### src/rtl/ets_pkg.sv
// ----------------------------------------------------------------------------
// Expression token scanner package
// Shared types, token kind codes and character constants of the scanner.
// ----------------------------------------------------------------------------
package ets_pkg;

  localparam int unsigned MAX_LEXEME_DEF = 1022;
  localparam int unsigned LEN_W          = 10;
  localparam int unsigned POS_W          = 16;
  localparam int unsigned FIFO_DEPTH     = 4;
  localparam int unsigned PTR_W          = $clog2(FIFO_DEPTH);
  localparam int unsigned CNT_W          = $clog2(FIFO_DEPTH + 1);

  typedef enum logic [3:0] {
    KIND_VAR     = 4'd0,
    KIND_NUM     = 4'd1,
    KIND_PLUS    = 4'd2,
    KIND_MINUS   = 4'd3,
    KIND_MULT    = 4'd4,
    KIND_DIV     = 4'd5,
    KIND_EXP     = 4'd6,
    KIND_LPAREN  = 4'd7,
    KIND_RPAREN  = 4'd8,
    KIND_SIN     = 4'd9,
    KIND_COS     = 4'd10,
    KIND_TAN     = 4'd11,
    KIND_SQRT    = 4'd12,
    KIND_LN      = 4'd13,
    KIND_EOF     = 4'd14,
    KIND_UNKNOWN = 4'd15
  } kind_t;

  localparam logic [2:0] PREC_NONE  = 3'd0;
  localparam logic [2:0] PREC_ADD   = 3'd1;
  localparam logic [2:0] PREC_MUL   = 3'd2;
  localparam logic [2:0] PREC_POWER = 3'd3;
  localparam logic [2:0] PREC_FUNC  = 3'd4;

  localparam logic [7:0] CH_NUL    = 8'h00;
  localparam logic [7:0] CH_SPACE  = 8'h20;
  localparam logic [7:0] CH_DOT    = 8'h2E;
  localparam logic [7:0] CH_PLUS   = 8'h2B;
  localparam logic [7:0] CH_MINUS  = 8'h2D;
  localparam logic [7:0] CH_STAR   = 8'h2A;
  localparam logic [7:0] CH_SLASH  = 8'h2F;
  localparam logic [7:0] CH_CARET  = 8'h5E;
  localparam logic [7:0] CH_LPAREN = 8'h28;
  localparam logic [7:0] CH_RPAREN = 8'h29;

  // Lowercased names, first letter in the low byte.
  localparam logic [31:0] NAME_SIN  = 32'h006E_6973;
  localparam logic [31:0] NAME_COS  = 32'h0073_6F63;
  localparam logic [31:0] NAME_TAN  = 32'h006E_6174;
  localparam logic [31:0] NAME_SQRT = 32'h7472_7173;
  localparam logic [31:0] NAME_LN   = 32'h0000_6E6C;

  typedef struct packed {
    kind_t             kind;
    logic [2:0]        prec;
    logic [POS_W-1:0]  start;
    logic [LEN_W-1:0]  len;
    logic              last;
  } token_t;

  typedef struct packed {
    logic [1:0] count;
    token_t     first;
    token_t     second;
  } scan_result_t;

endpackage

### src/rtl/ets_core.sv
// ----------------------------------------------------------------------------
// Expression token scanner core
// Scan state and the per-character step that closes and opens tokens.
// ----------------------------------------------------------------------------
module ets_core #(
  parameter int unsigned MAX_LEXEME = ets_pkg::MAX_LEXEME_DEF
) (
  input  logic                 clk,
  input  logic                 rst,
  input  logic                 step,
  input  logic [7:0]           character,
  output ets_pkg::scan_result_t result
);
  import ets_pkg::*;

  localparam int unsigned LW = $clog2(MAX_LEXEME + 1);

  typedef enum logic [1:0] {
    M_IDLE  = 2'd0,
    M_INT   = 2'd1,
    M_FRAC  = 2'd2,
    M_IDENT = 2'd3
  } mode_t;

  mode_t            mode, mode_next;
  logic [POS_W-1:0] position, position_next;
  logic [POS_W-1:0] token_start, token_start_next;
  logic [LW-1:0]    token_length, token_length_next;
  logic [31:0]      name_prefix, name_prefix_next;

  logic        is_dig, is_up, is_alpha, is_sp, taken, eof;
  logic [7:0]  lc;
  logic        close_v, new_v;
  token_t      close_tok, new_tok;
  logic [31:0] len_wide;
  logic [LW-1:0] grown_len;
  logic [31:0]   grown_prefix;

  assign is_dig   = (character >= 8'h30) && (character <= 8'h39);
  assign is_up    = (character >= 8'h41) && (character <= 8'h5A);
  assign is_alpha = is_up || ((character >= 8'h61) && (character <= 8'h7A));
  assign is_sp    = (character == CH_SPACE) || ((character >= 8'h09) && (character <= 8'h0D));
  assign lc       = is_up ? (character | 8'h20) : character;
  assign len_wide = 32'(token_length);

  always_comb begin
    grown_len = (token_length < LW'(MAX_LEXEME)) ? token_length + LW'(1) : token_length;
    grown_prefix = name_prefix;
    if (mode == M_IDENT && token_length < LW'(4)) begin
      case (token_length[1:0])
        2'd0: grown_prefix[7:0]   = lc;
        2'd1: grown_prefix[15:8]  = lc;
        2'd2: grown_prefix[23:16] = lc;
        default: grown_prefix[31:24] = lc;
      endcase
    end
  end

  always_comb begin
    mode_next         = mode;
    position_next     = position;
    token_start_next  = token_start;
    token_length_next = token_length;
    name_prefix_next  = name_prefix;
    taken     = 1'b0;
    eof       = 1'b0;
    close_v   = 1'b0;
    new_v     = 1'b0;
    close_tok = '0;
    new_tok   = '0;
    close_tok.start = token_start;
    close_tok.len   = len_wide[LEN_W-1:0];
    close_tok.kind  = KIND_VAR;
    close_tok.prec  = PREC_NONE;

    case (mode)
      M_INT, M_FRAC: begin
        if (is_dig || (character == CH_DOT && mode == M_INT)) begin
          token_length_next = grown_len;
          taken = 1'b1;
          if (!is_dig) mode_next = M_FRAC;
        end else begin
          close_v = 1'b1;
          close_tok.kind = KIND_NUM;
          mode_next = M_IDLE;
        end
      end
      M_IDENT: begin
        if (is_alpha) begin
          token_length_next = grown_len;
          name_prefix_next  = grown_prefix;
          taken = 1'b1;
        end else begin
          close_v = 1'b1;
          mode_next = M_IDLE;
          if (character == CH_LPAREN) begin
            close_tok.kind = KIND_UNKNOWN;
            close_tok.prec = PREC_FUNC;
            if (token_length == LW'(3) && name_prefix == NAME_SIN) close_tok.kind = KIND_SIN;
            else if (token_length == LW'(3) && name_prefix == NAME_COS) close_tok.kind = KIND_COS;
            else if (token_length == LW'(3) && name_prefix == NAME_TAN) close_tok.kind = KIND_TAN;
            else if (token_length == LW'(4) && name_prefix == NAME_SQRT)
              close_tok.kind = KIND_SQRT;
            else if (token_length == LW'(2) && name_prefix == NAME_LN) close_tok.kind = KIND_LN;
            else close_tok.prec = PREC_NONE;
          end
        end
      end
      default: ;
    endcase

    if (!taken) begin
      if (character == CH_NUL) begin
        // End of expression: report eof at the current position and start over.
        eof = 1'b1;
        new_v = 1'b1;
        new_tok.kind  = KIND_EOF;
        new_tok.start = position;
        mode_next         = M_IDLE;
        position_next     = '0;
        token_start_next  = '0;
        token_length_next = '0;
        name_prefix_next  = '0;
      end else if (!is_sp) begin
        token_start_next  = position;
        token_length_next = LW'(1);
        name_prefix_next  = '0;
        if (is_dig) begin
          mode_next = M_INT;
        end else if (is_alpha) begin
          mode_next = M_IDENT;
          name_prefix_next = {24'd0, lc};
        end else begin
          new_v = 1'b1;
          new_tok.start = position;
          new_tok.len   = LEN_W'(1);
          new_tok.prec  = PREC_NONE;
          token_length_next = '0;
          case (character)
            CH_PLUS:   begin new_tok.kind = KIND_PLUS;  new_tok.prec = PREC_ADD;   end
            CH_MINUS:  begin new_tok.kind = KIND_MINUS; new_tok.prec = PREC_ADD;   end
            CH_STAR:   begin new_tok.kind = KIND_MULT;  new_tok.prec = PREC_MUL;   end
            CH_SLASH:  begin new_tok.kind = KIND_DIV;   new_tok.prec = PREC_MUL;   end
            CH_CARET:  begin new_tok.kind = KIND_EXP;   new_tok.prec = PREC_POWER; end
            CH_LPAREN: new_tok.kind = KIND_LPAREN;
            CH_RPAREN: new_tok.kind = KIND_RPAREN;
            default:   new_tok.kind = KIND_UNKNOWN;
          endcase
        end
      end
    end

    if (!eof && position != {POS_W{1'b1}}) position_next = position + POS_W'(1);

    close_tok.last = !new_v;
    new_tok.last   = 1'b1;
  end

  // The first slot always carries the earlier result.
  always_comb begin
    result.count  = {1'b0, close_v} + {1'b0, new_v};
    result.first  = close_v ? close_tok : new_tok;
    result.second = new_tok;
  end

  always_ff @(posedge clk) begin
    if (rst) begin
      mode         <= M_IDLE;
      position     <= '0;
      token_start  <= '0;
      token_length <= '0;
      name_prefix  <= '0;
    end else if (step) begin
      mode         <= mode_next;
      position     <= position_next;
      token_start  <= token_start_next;
      token_length <= token_length_next;
      name_prefix  <= name_prefix_next;
    end
  end

  a_open_token_has_length: assert property (@(posedge clk) disable iff (rst)
    mode != M_IDLE |-> token_length != '0)
    else $error("open token with zero length");

  a_eof_restarts: assert property (@(posedge clk) disable iff (rst)
    (step && eof) |=> (position == '0 && mode == M_IDLE))
    else $error("scanner did not restart after end of expression");

  a_prefix_unfilled_byte: assert property (@(posedge clk) disable iff (rst)
    (mode == M_IDENT && token_length < LW'(4)) |-> name_prefix[31:24] == 8'd0)
    else $error("name prefix holds a letter beyond the identifier length");

endmodule

### src/rtl/expression_token_scanner.sv
// ----------------------------------------------------------------------------
// Expression token scanner
// Splits a byte stream holding an arithmetic expression into tokens.
// ----------------------------------------------------------------------------
// The scanner takes one character per cycle while char_stall is low. A character
// is held in an input register and processed from there into up to two results,
// which go into a four-entry result queue; the queue hands out one token per cycle
// while token_stall is low. A character that closes a token and also forms one of
// its own therefore takes two queue entries, and the input stalls only while the
// queue has fewer than two free entries. A byte of zero ends the expression: it
// closes any open token, gives an eof token and resets the position to zero.
module expression_token_scanner #(
  parameter int unsigned MAX_LEXEME = ets_pkg::MAX_LEXEME_DEF
) (
  input  logic                        clk,
  input  logic                        rst,
  input  logic                        char_valid,
  output logic                        char_stall,
  input  logic [7:0]                  character,
  output logic                        token_valid,
  input  logic                        token_stall,
  output logic [3:0]                  token_kind,
  output logic [2:0]                  precedence,
  output logic [ets_pkg::POS_W-1:0]   start_offset,
  output logic [ets_pkg::LEN_W-1:0]   lexeme_length,
  output logic                        last
);
  import ets_pkg::*;

  logic         held;
  logic [7:0]   held_char;
  logic         proc, accept, pop;
  scan_result_t res;
  logic [1:0]   push;

  token_t             queue [FIFO_DEPTH];
  logic [PTR_W-1:0]   wr_ptr, rd_ptr;
  logic [CNT_W-1:0]   count;
  token_t             head;

  ets_core #(.MAX_LEXEME(MAX_LEXEME)) u_core (
    .clk       (clk),
    .rst       (rst),
    .step      (proc),
    .character (held_char),
    .result    (res)
  );

  assign proc       = held && (count <= CNT_W'(FIFO_DEPTH - 2));
  assign char_stall = held && !proc;
  assign accept     = char_valid && !char_stall;
  assign pop        = token_valid && !token_stall;
  assign push       = proc ? res.count : 2'd0;

  assign head          = queue[rd_ptr];
  assign token_valid   = count != '0;
  assign token_kind    = head.kind;
  assign precedence    = head.prec;
  assign start_offset  = head.start;
  assign lexeme_length = head.len;
  assign last          = head.last;

  always_ff @(posedge clk) begin
    if (rst) begin
      held   <= 1'b0;
      wr_ptr <= '0;
      rd_ptr <= '0;
      count  <= '0;
    end else begin
      held   <= accept || (held && !proc);
      wr_ptr <= wr_ptr + PTR_W'(push);
      if (pop) rd_ptr <= rd_ptr + PTR_W'(1);
      count  <= count + CNT_W'(push) - CNT_W'(pop);
    end
  end

  always_ff @(posedge clk) begin
    if (accept) held_char <= character;
  end

  always_ff @(posedge clk) begin
    if (push != 2'd0) queue[wr_ptr] <= res.first;
    if (push == 2'd2) queue[wr_ptr + PTR_W'(1)] <= res.second;
  end

  a_queue_bound: assert property (@(posedge clk) disable iff (rst)
    count <= CNT_W'(FIFO_DEPTH))
    else $error("result queue overflow");

  a_pointer_match: assert property (@(posedge clk) disable iff (rst)
    PTR_W'(wr_ptr - rd_ptr) == count[PTR_W-1:0])
    else $error("queue pointers disagree with fill count");

  a_count_hold: assert property (@(posedge clk) disable iff (rst)
    (!proc && !pop) |=> $stable(count))
    else $error("fill count changed with no transaction");

endmodule
### config.mk
export PLATFORM = sky130hd
export DESIGN_NAME = expression_token_scanner
export DESIGN_NICKNAME = d
export VERILOG_FILES = /design/src/rtl/ets_pkg.sv /design/src/rtl/ets_core.sv /design/src/rtl/expression_token_scanner.sv
export SDC_FILE = /design/constraint.sdc
export NUM_CORES = 1
export LEC_CHECK = 0
export ABC_CLOCK_PERIOD_IN_PS = 11600
export BUFFER_PORTS_ARGS = -buffer_cell sky130_fd_sc_hd__buf_4
export CORE_MARGIN = 2
export CORE_UTILIZATION = 56
export CTS_BUF_LIST = sky130_fd_sc_hd__clkbuf_4 sky130_fd_sc_hd__clkbuf_8 sky130_fd_sc_hd__clkbuf_16
export DETAILED_ROUTE_END_ITERATION = 8
export PLACE_DENSITY = 0.85
export SLEW_MARGIN = 20
export SYNTH_ARGS = -nofsm -noshare
export SYNTH_HDL_FRONTEND = slang
export SYNTH_SLANG_ARGS = --single-unit
### constraint.sdc
create_clock -name clk -period 11.6 [get_ports clk]
set_input_delay 2.32 -clock clk [delete_from_list [all_inputs] [get_ports clk]]
set_output_delay 2.32 -clock clk [all_outputs]
set_load 0.03 [all_outputs]
[After elaboration in Yosys (flattened, before gate mapping)]
Memories as Yosys holds them, arrays and structs flattened. A register that Yosys moved wholly into a read port is not among the register bits.
Index checks and enable logic that the tools add are counted.
Storage, ports and cells
  register bits after elaboration: 92
  bits in latches: 0
  memory bits (writable): 136
  bits in read-only memories: 0
  bits of input ports: 12
  output and inout bits: 36
  logic and storage cells: 174
  memories: 1
Memory list
  queue: words 4, width 34, read ports 1, clocked after Yosys merged registers in 1, write ports 2, RTL line expression_token_scanner.sv:36  | token_t queue [FIFO_DEPTH];
Cells by class
  add/subtract/negate cells: 8
  multiply operators: 0
  div/mod/pow operators: 0
  $lt $le $gt $ge: 11
  equality and inequality tests: 26
  shift operators: 0
  multiplexer cells: 81
  bitwise logic cells: 1
  reduce and logical (&&, ||, !) cells: 36
Operators by type and width (count)
  2-to-1 mux 32 bit: 7
  2-to-1 mux 33 bit: 4
  == test 32 x 23 -> 1 bit, second input constant: 3
  2-to-1 mux 16 bit: 6
  2-to-1 mux 10 bit: 8
  == test 8 x 6 -> 1 bit, second input constant: 8
  2-to-1 mux 8 bit: 5
  2-to-1 mux 34 bit: 1
  == test 32 x 15 -> 1 bit, second input constant: 1
  == test 32 x 31 -> 1 bit, second input constant: 1
  one-hot mux 4 bit (7 select lines): 1
  2-to-1 mux 2 bit: 12
  2-to-1 mux 3 bit: 7
  == test 10 x 2 -> 1 bit, second input constant: 2
  2-to-1 mux 4 bit: 5
  one-hot mux 10 bit (2 select lines): 1
  adder 16 x 1 -> 16 bit, second input constant: 1
  >= comparator 8 x 7 -> 1 bit, second input constant: 2
  <= comparator 8 x 7 -> 1 bit, second input constant: 2
  logical AND 1 bit: 16
  2-to-1 mux 1 bit: 16
  != test 16 bit, second input constant: 1
  2-to-1 mux 7 bit: 2
  adder 10 x 1 -> 10 bit, second input constant: 1
  32 further kinds: 50

[Depth between registers and ports, before layout]
  depth after elaboration: 13
  depth in mapped cells: 16
  mapped depth without buffers: 15

[Cells and area by module]
From an unflattened synthesis, not the netlist that was laid out.
Unflattened totals
  cells, all modules: 979
  area, all modules: 12263.0 um2
Modules (own cells, without submodules)
  expression_token_scanner: times used 1, cells an instance 403, area each 7599.8 um2, sequential area each 4524.3 um2
  ets_core: times used 1, cells an instance 576, area each 4663.2 um2, sequential area each 1521.5 um2

[Worst setup path after synthesis]
Ideal clock, no wire load.
  path type: register to register
  start point: register held_char[4]
  end point: memory queue[1][11] (netlist name) (enable)
  arrival time: 4133 ps
  data required time: 11222 ps
  path slack: 7090 ps
  cell stages (with the launch flop): 14
  buffers on the path: 4
  path through: edfxtp_1 > buf_2 > or3_4 > or4b_1 > o32ai_4 > a2111oi_4 > clkbuf_1 > ha_1 > o21ai_1 > or3b_2 > clkbuf_1 > and2_1 > clkbuf_1 > inv_1
RTL lines
  from (decl): RTL line expression_token_scanner.sv:31  | logic [7:0] held_char;
  from (signal assigned): RTL line expression_token_scanner.sv:78  | if (accept) held_char <= character;
  to (decl): RTL line expression_token_scanner.sv:36

==> impl_metrics.toml <==
[clock_tree]
htree_levels = 1
holdBufCountCts = 0
clk_pin_slew_ns = 0.06
root_buffer = "clkbuf_16"
clkLatencyLatePin_ns = 0.52
clockBufferDepth = 3
postCtsSetupBuffers = 0
cts_tree = "yes"
clock-sinks = 230
cts_resized = 0
numCtsBuffers = 24

[synth]
synthDistinctLibCells = 77
synth_compound_area_frac = 0.191
ys_seq_area_frac = 0.511
synth.area.mux_share = 0.0744
yosys_register_bits = 230
async_flop_share = 0
avgSynthCellArea_sq_um = 11.1
synth_nets = 1015
yosys.area_share.adder = 0.0167
synth_area_sq_um = 11000
synth_flop_cell = "dfxtp_1"
synth_top_family_by_area = "compound AO/OA/AOI/OAI gates"
synth-simple-area-share = 0.151
synthCells = 989
synth-edff-count = 100
yosys_warnings = 0
synth_xor_area_frac = 0.0128

[place]
portBuffers = 47
pre_cts_ws_ns = 6.06
place_inst = 1218
placed_cell_area_sq_um = 11300
place_hpwl_microns = 17000
gp_congestion = 0.918

[worst_hold_path]
hold_class = "flip-flop to flip-flop"

[routing]
final_antenna_net_count = 0
drt-wirelength-per-cell_microns = 20.4
drt_iter0_drc = 840
drc = 0
dr.pass1.iters = 6
dr_wl_met2_microns = 12900
vias = 8265
top_layer_used = "met4"
met1_length_microns = 9840
via_per_inst = 6.55
wl_met3_microns = 2230
drt_wl_total_microns = 25700

[sta]
setup_tns_ns = 0
period_minus_slack_ns = 5.61
rsz0062_at_grt = "false"
worst_slew_pin_slew_ns = 1.12
drv_slew = 0
max_freq_mhz = 178
setup_viol = 0
setup_ws_ns = 5.99
max_slew_margin = 0.250
skew_ns = 0.0149
post-route-period-util = 0.484
finalHoldViolCount = 0

[grt]
grt_overflow = 0
antenna_found_initial = 0
grt_pass1_wl_microns = 41600
grt_usage = 0.252
grt_pass1_vias = 8038
grt_max_degree = 72

[finish]
fin_nets = 1005
drive_gt1_frac = 0.161
area_growth_pct = 10.3
antenna_cells = 0
finish.instance_area_sq_um = 12100
n_fill_cell = 1490
fin_cells = 1262

[setup_path]
crit_path_start_kind = "flip-flop"
r2r_end = "queue[0][28]"
required_ns = 11.67
crit_start = "held_char[2]"
rrSetupSlack_ns = 5.99
cp_data_arrival_time_ns = 5.68
crit_end = "queue[0][28]"
r2r_start = "held_char[2]"
end_kind = "flip-flop"
critPathKind = "flip-flop to flip-flop"
r2r_cells = 10
worstPathMaxFanout = 71

[power]
total_leakage_power_uw = 0.00400
total_power_uw = 2080
vdd_ir_drop_max_mv = 0.106
power_density_nw_per_um2 = 172

[floorplanning]
start_util = 0.567
die_y_microns = 144
row_count = 51
coreArea_sq_um = 19300
dieArea_sq_um = 20700
die_w_microns = 144
ioPinCount = 48

[job]
drv_cap = 0

[outcome]
status = "finished clean"
-- cells in the final DEF (no fill, tap or decap), types with 6 or more instances in the layout --
cell / netlist / final
clkbuf_16: 0 / 25
clkbuf_4: 0 / 10
nor3_1: 15 / 15
a32o_1: 65 / 65
edfxtp_1: 100 / 100
dfxtp_1: 130 / 129
mux4_2: 34 / 34
nand4_1: 9 / 9
o21ai_0: 43 / 43
and3_1: 11 / 11
or3_1: 9 / 9
nand2_1: 88 / 88
xor2_1: 7 / 7
nor2b_1: 13 / 13
a22o_1: 41 / 41
a21oi_1: 44 / 44
a22oi_1: 9 / 9
nor4_1: 9 / 8
o22ai_1: 14 / 14
or4_1: 6 / 6
xnor2_1: 9 / 9
buf_4: 0 / 53
and2_1: 10 / 10
inv_1: 18 / 16
ha_1: 13 / 13
nand3_1: 39 / 39
nor2_1: 59 / 59
-- through the flow --
stage | util | hold slack (ns)
after global placement | 0.585 | 0.435
after floorplan | - | 0.420
after global routing | 0.626 | 0.473
final | 0.626 | 0.452
after CTS | 0.626 | 0.456
after detailed placement | 0.585 | 0.445
-- worst min path at each step --
| stage | slack [ns] | to | startpoint | cells past startpoint |
|---|---|---|---|---|
| detailed placement | 0.44 | queue[2][0] | queue[2][0] | 1 |
| finish | 0.45 | u_core.name_prefix[14] | u_core.name_prefix[14] | 2 |
| global placement | 0.44 | queue[3][29] | queue[3][29] | 2 |
| floorplan | 0.42 | queue[2][29] | queue[2][29] | 2 |
| global route | 0.47 | u_core.name_prefix[31] | u_core.name_prefix[31] | 1 |
| CTS | 0.46 | u_core.name_prefix[14] | u_core.name_prefix[14] | 2 |
-- routing by layer --
metal | up-vias | track usage
li1 | 3797 | -
met3 | 61 | 0.0473
met1 | 4007 | 0.315
met5 | - | 0
met2 | 400 | 0.443
met4 | 0 | 0.0815
-- flip-flops by register name, summed over array words and instances, names as in the netlist, named ones only --
| name | count |
|---|---|
| queue | 136 |
| u_core.token_length | 10 |
| u_core.name_prefix | 32 |
| u_core.mode | 2 |
| count | 3 |
| wr_ptr | 2 |
| u_core.position | 16 |
| rd_ptr | 2 |
| held | 1 |
| u_core.token_start | 16 |
| held_char | 8 |
-- power breakdown --
part | internal [uW] | switching (uW)
sequential | 881 | 27.5
combinational | 165 | 261
clock | 441 | 303
total | 1490 | 592
-- Yosys cell counts (7+ instances only) --
master / count / area share
xor2_1: 7 / 0.0056
edfxtp_1: 100 / 0.27
dfxtp_1: 130 / 0.24
o22ai_1: 14 / 0.0080
clkbuf_1: 54 / 0.018
buf_2: 19 / 0.0087
xnor2_1: 9 / 0.0072
nand2_1: 88 / 0.030
nand4_1: 9 / 0.0051
nor4_1: 9 / 0.0051
buf_1: 11 / 0.0038
a22oi_1: 9 / 0.0062
nand3_1: 39 / 0.018
nor3_1: 15 / 0.0068
a21oi_1: 44 / 0.020
and3_1: 11 / 0.0063
or3_1: 9 / 0.0051
o21ai_0: 43 / 0.020
and2_1: 10 / 0.0057
mux4_2: 34 / 0.070
nor2_1: 59 / 0.020
a22o_1: 41 / 0.033
ha_1: 13 / 0.015
nor2b_1: 13 / 0.0074
a32o_1: 65 / 0.059
inv_1: 18 / 0.0062
-- critical path, cell delays in order, from the launching register on --
cell and delay (ns):
edfxtp_1 0.66, or4_4 0.65, o221ai_2 0.25, a21oi_2 0.15, a2111oi_4 0.24, buf_4 0.59, ha_1 0.43, o21ai_1 0.30
nand2b_1 0.54, nor2b_1 0.63, inv_1 0.71
-- cell families (layout without fill, tap and decap cells) --
logic type | after synthesis | count (layout)
AO/OA/AOI/OAI | 268 | 268
XOR/XNOR | 16 | 16
adder cells (fa/ha/maj) | 14 | 14
buffers and inverters | 108 | 116
flip-flops | 230 | 230
multiplexers | 39 | 39
AND/OR/NAND/NOR | 314 | 314
-- layout make-up --
type	instances	area, sq um	share of cell area
repair buffers	53	398	0.0329
flip-flops and latches	230	5610	0.463
inverters	19	76.3	0.00631
multi-input cells	651	4900	0.405
well taps	265	332	0.0274
clock buffers	38	742	0.0613
clock inverters	6	43.8	0.00362
No activity file was read; power rests on OpenSTA's default activity.
